$ cat src/hw/rtl/rhh_ram.sv
// Generic single-clock RAM, one write port and one registered read port.
// A read of the address written in the same cycle returns the new data.
`timescale 1ns / 1ps

module rhh_ram #(
  parameter int WIDTH = 32,
  parameter int DEPTH = 64
) (
  input  logic                     clk,
  input  logic                     we,
  input  logic [$clog2(DEPTH)-1:0] waddr,
  input  logic [WIDTH-1:0]         wdata,
  input  logic [$clog2(DEPTH)-1:0] raddr,
  output logic [WIDTH-1:0]         rdata
);

  logic [WIDTH-1:0] mem [DEPTH];

  always_ff @(posedge clk) begin
    if (we) begin
      mem[waddr] <= wdata;
    end
    if (we && (waddr == raddr)) begin
      rdata <= wdata;
    end else begin
      rdata <= mem[raddr];
    end
  end

endmodule

$ cat config.mk
export PLATFORM = sky130hd
export DESIGN_NAME = rhh_ram
export DESIGN_NICKNAME = d
export VERILOG_FILES = /design/src/hw/rtl/rhh_ram.sv
export SDC_FILE = /design/constraint.sdc
export NUM_CORES = 2
export LEC_CHECK = 0
export ABC_CLOCK_PERIOD_IN_PS = 4600
export BUFFER_PORTS_ARGS = -buffer_cell sky130_fd_sc_hd__buf_2
export CORE_ASPECT_RATIO = 1.25
export CORE_MARGIN = 2
export CORE_UTILIZATION = 63
export CTS_CLUSTER_SIZE = 16
export DETAILED_ROUTE_END_ITERATION = 7
export PLACE_DENSITY_LB_ADDON = 0.05
export SLEW_MARGIN = 20
export SYNTH_ARGS = -nofsm -noshare
export SYNTH_HDL_FRONTEND = slang
export SYNTH_SLANG_ARGS = --single-unit
$ cat constraint.sdc
create_clock -name clk -period 4.6 [get_ports clk]
set_clock_uncertainty 0.2 [all_clocks]
set_input_delay 0.92 -clock clk [delete_from_list [all_inputs] [get_ports clk]]
set_output_delay 0.92 -clock clk [all_outputs]
set_load 0.05 [all_outputs]
==> results.txt <==
post-layout min period - 4.58 ns
asr flop ratio synth - 0
Min-Delay Path Class - in -> reg
Pre-antenna DRT Iters - 5
final net count - 3,688
Yosys top cell area share - 0.789
Top-Level Pins - 78
P per Cell Area - 425 nW/um^2
CTS H-tree depth - 4
Biggest register - mem
DR vias - 37,600
simple-gate share of the synthesized area - 0.0127
Slew @ Worst Pin - 1.12 ns
cell area after synthesis - 78,000 sq um
synthesis-to-layout area growth - 14.3%
count of different cell masters after synthesis - 34
P_leak - 28.0 nW
Final Core Density - 0.725
dominant cells by area after synthesis - edfxtp_1 (79%), mux4_2 (16%), mux2i_1 (1.2%)
All-Layer GR Usage - 0.317
Detail Route Antenna Nets - 0
synth warn - 0
CTS tree - done
routed vias/inst - 6.97
Synth Area in Adders - 0
VDD IR max - 0.354 mV
Routed WL - 196 mm
GRT Residual Overflow - 0
Syn Area/Cell - 23.6 sq um
port buffer count - 77
Sink Count - 2,054
EDFF count, synth - 2,048
row count - 144
Critical Path Source Type - register
Comb power frac - 0.060
initial antenna violation count - 19
total die area - 127,000 sq um
worst hold start - raddr[0]
CTS clk-pin slew, worst paths - 0.06 ns
Seq cells post-synth - 2,054
worst-case hold slack - 0.105 ns
Post-synth top flop - edfxtp_1
switching part of the total - 0.209
outcome - completed
vias in the first global route - 38,600
share of cells above drive strength 1 - 0.328
largest net degree at the start of global routing - 65
Flop pwr share - 0.548
post-route setup TNS - 0 ns
net count after synthesis - 3,344
Die Span Y - 397 um
# DRC - 0
Clock Tree Root - clkbuf_16
Compound-Gate Fraction of Synth Area - 0.0168
sequential share of the synthesized area - 0.790
final period utilization - 0.996
fillcell total - 6,972
CORE AREA - 123,000 sq um
WP data arrival - 3.46 ns
number of max-cap violations - 0
Routability Congestion - 0.822
Slew Limit Fails - 0
Detail Placement HPWL - 109 mm
DP Area - 82,100 sq um
Num CTS Buffers - 187
Required @ worst endpoint - 3.48 ns
Largest register FFs - 2,048
switching power - 0.00793 W
routed length per instance - 36.3 um
Worst Path Max Fanout - 30
Worst Setup Slack, final - 0.0183 ns
Starting Density - 0.634
cell taking the most area after synthesis - edfxtp_1
first-pass GRT wire length - 278 mm
biggest regs - mem x2048
CTS max path bufs - 3
mux share of post-synthesis cell area - 0.169
count leader, synth - edfxtp_1
Die Width - 319 um
Setup Viol. Count Final - 0
unrepaired setup endpoints after global routing - true
Worst setup EP type - output port
XOR/XNOR Fraction of Synth Area - 0
Max-slew headroom - 0.250
cell area after layout - 89,200 sq um
critical path class - reg -> out
Clk network pwr share - 0.392
Max Clk Rate - 218 MHz
P_int - 0.0299 W
final hold viol count - 0
number of DRC markers in iteration 0 - 5,283
Post-Synthesis Cells - 3,298
largest family of logic cells by synthesized area - multiplexers
top post-synthesis cells by count - edfxtp_1 (2,048), mux4_2 (544), nor2_1 (137)
pre-CTS setup slack - 0.351 ns
==> cells by family after synthesis <==
group / count (synthesis)
flops: 2054
mux: 637
simple gates: 223
buf+inv: 182
compound gates: 202
==> final timing paths <==
path / depth (start not counted) / endpoint / slack [ns]
max: 7 / rdata[23] / 0.02
min: 1 / register / 0.11
==> metal layers <==
metal,global-route usage,vias up,routed length [um]
met5,0,-,134
met4,0.115,22,7070
met3,0.0628,379,19600
met2,0.511,2154,96900
met1,0.442,20200,72200
li1,-,14900,-
==> cells in the final DEF (no fill, tap or decap), types with 11 or more instances in the layout <==
cell and instances:
a21oi_1 56, a22oi_1 12, buf_12 37, buf_16 13, buf_2 43, buf_4 224, bufinv_16 13, clkbuf_1 35
clkbuf_16 197, clkinv_1 52, clkinv_2 32, edfxtp_1 2048, mux2i_1 91, mux4_2 544, nand2_1 26, nor2_1 68
nor2_4 62, nor2b_1 14, o221ai_1 25, o22ai_1 61, o22ai_2 11, o22ai_4 12
==> what timing repair did <==
action                                  in CTS  in global routing
buffers inserted                            21                  6
hold endpoints to repair                     5                  0
pin swaps                                    3                  2
gates resized for setup                     86                 19
endpoints found under the setup margin      32                 26
hold buffers                                 5                  0
gates cloned                                 6                  4
==> critical path, stage by stage, from the launching register on <==
cell and delay [ns]:
dfxtp_4 0.37, buf_12 0.18, buf_12 0.26, mux4_2 0.55
mux4_2 0.55, o22ai_2 0.28, nor2_1 0.14, buf_2 0.24
==> power groups by stage <==
stage	registers, W	clock network, W	logic (W)
final	0.0208	0.0149	0.00226
after detailed placement	0.0212	0	0.00207
after floorplan	0.0211	0	0.00118
after global placement	0.0212	0	0.00202
after CTS	0.0208	0.0151	0.00222
after global routing	0.0208	0.0158	0.00236
==> stage by stage <==
step	power, W	cells
CTS	0.0380	5381
global placement	0.0232	5014
floorplan	0.0223	3298
detailed placement	0.0232	5014
global route	0.0389	5395
finish	0.0379	5401
==> layout make-up <==
cell class | instances | area, sq um | share of cell area
tap | 1606 | 2010 | 0.0225
clock inverter | 107 | 846 | 0.00949
multi-input combinational | 1062 | 16300 | 0.183
sequential | 2054 | 61600 | 0.691
clock buffer | 228 | 4960 | 0.0556
antenna | 7 | 17.5 | 0.000196
timing repair buffer | 337 | 3370 | 0.0378
Power figures use the tool's default switching activity.
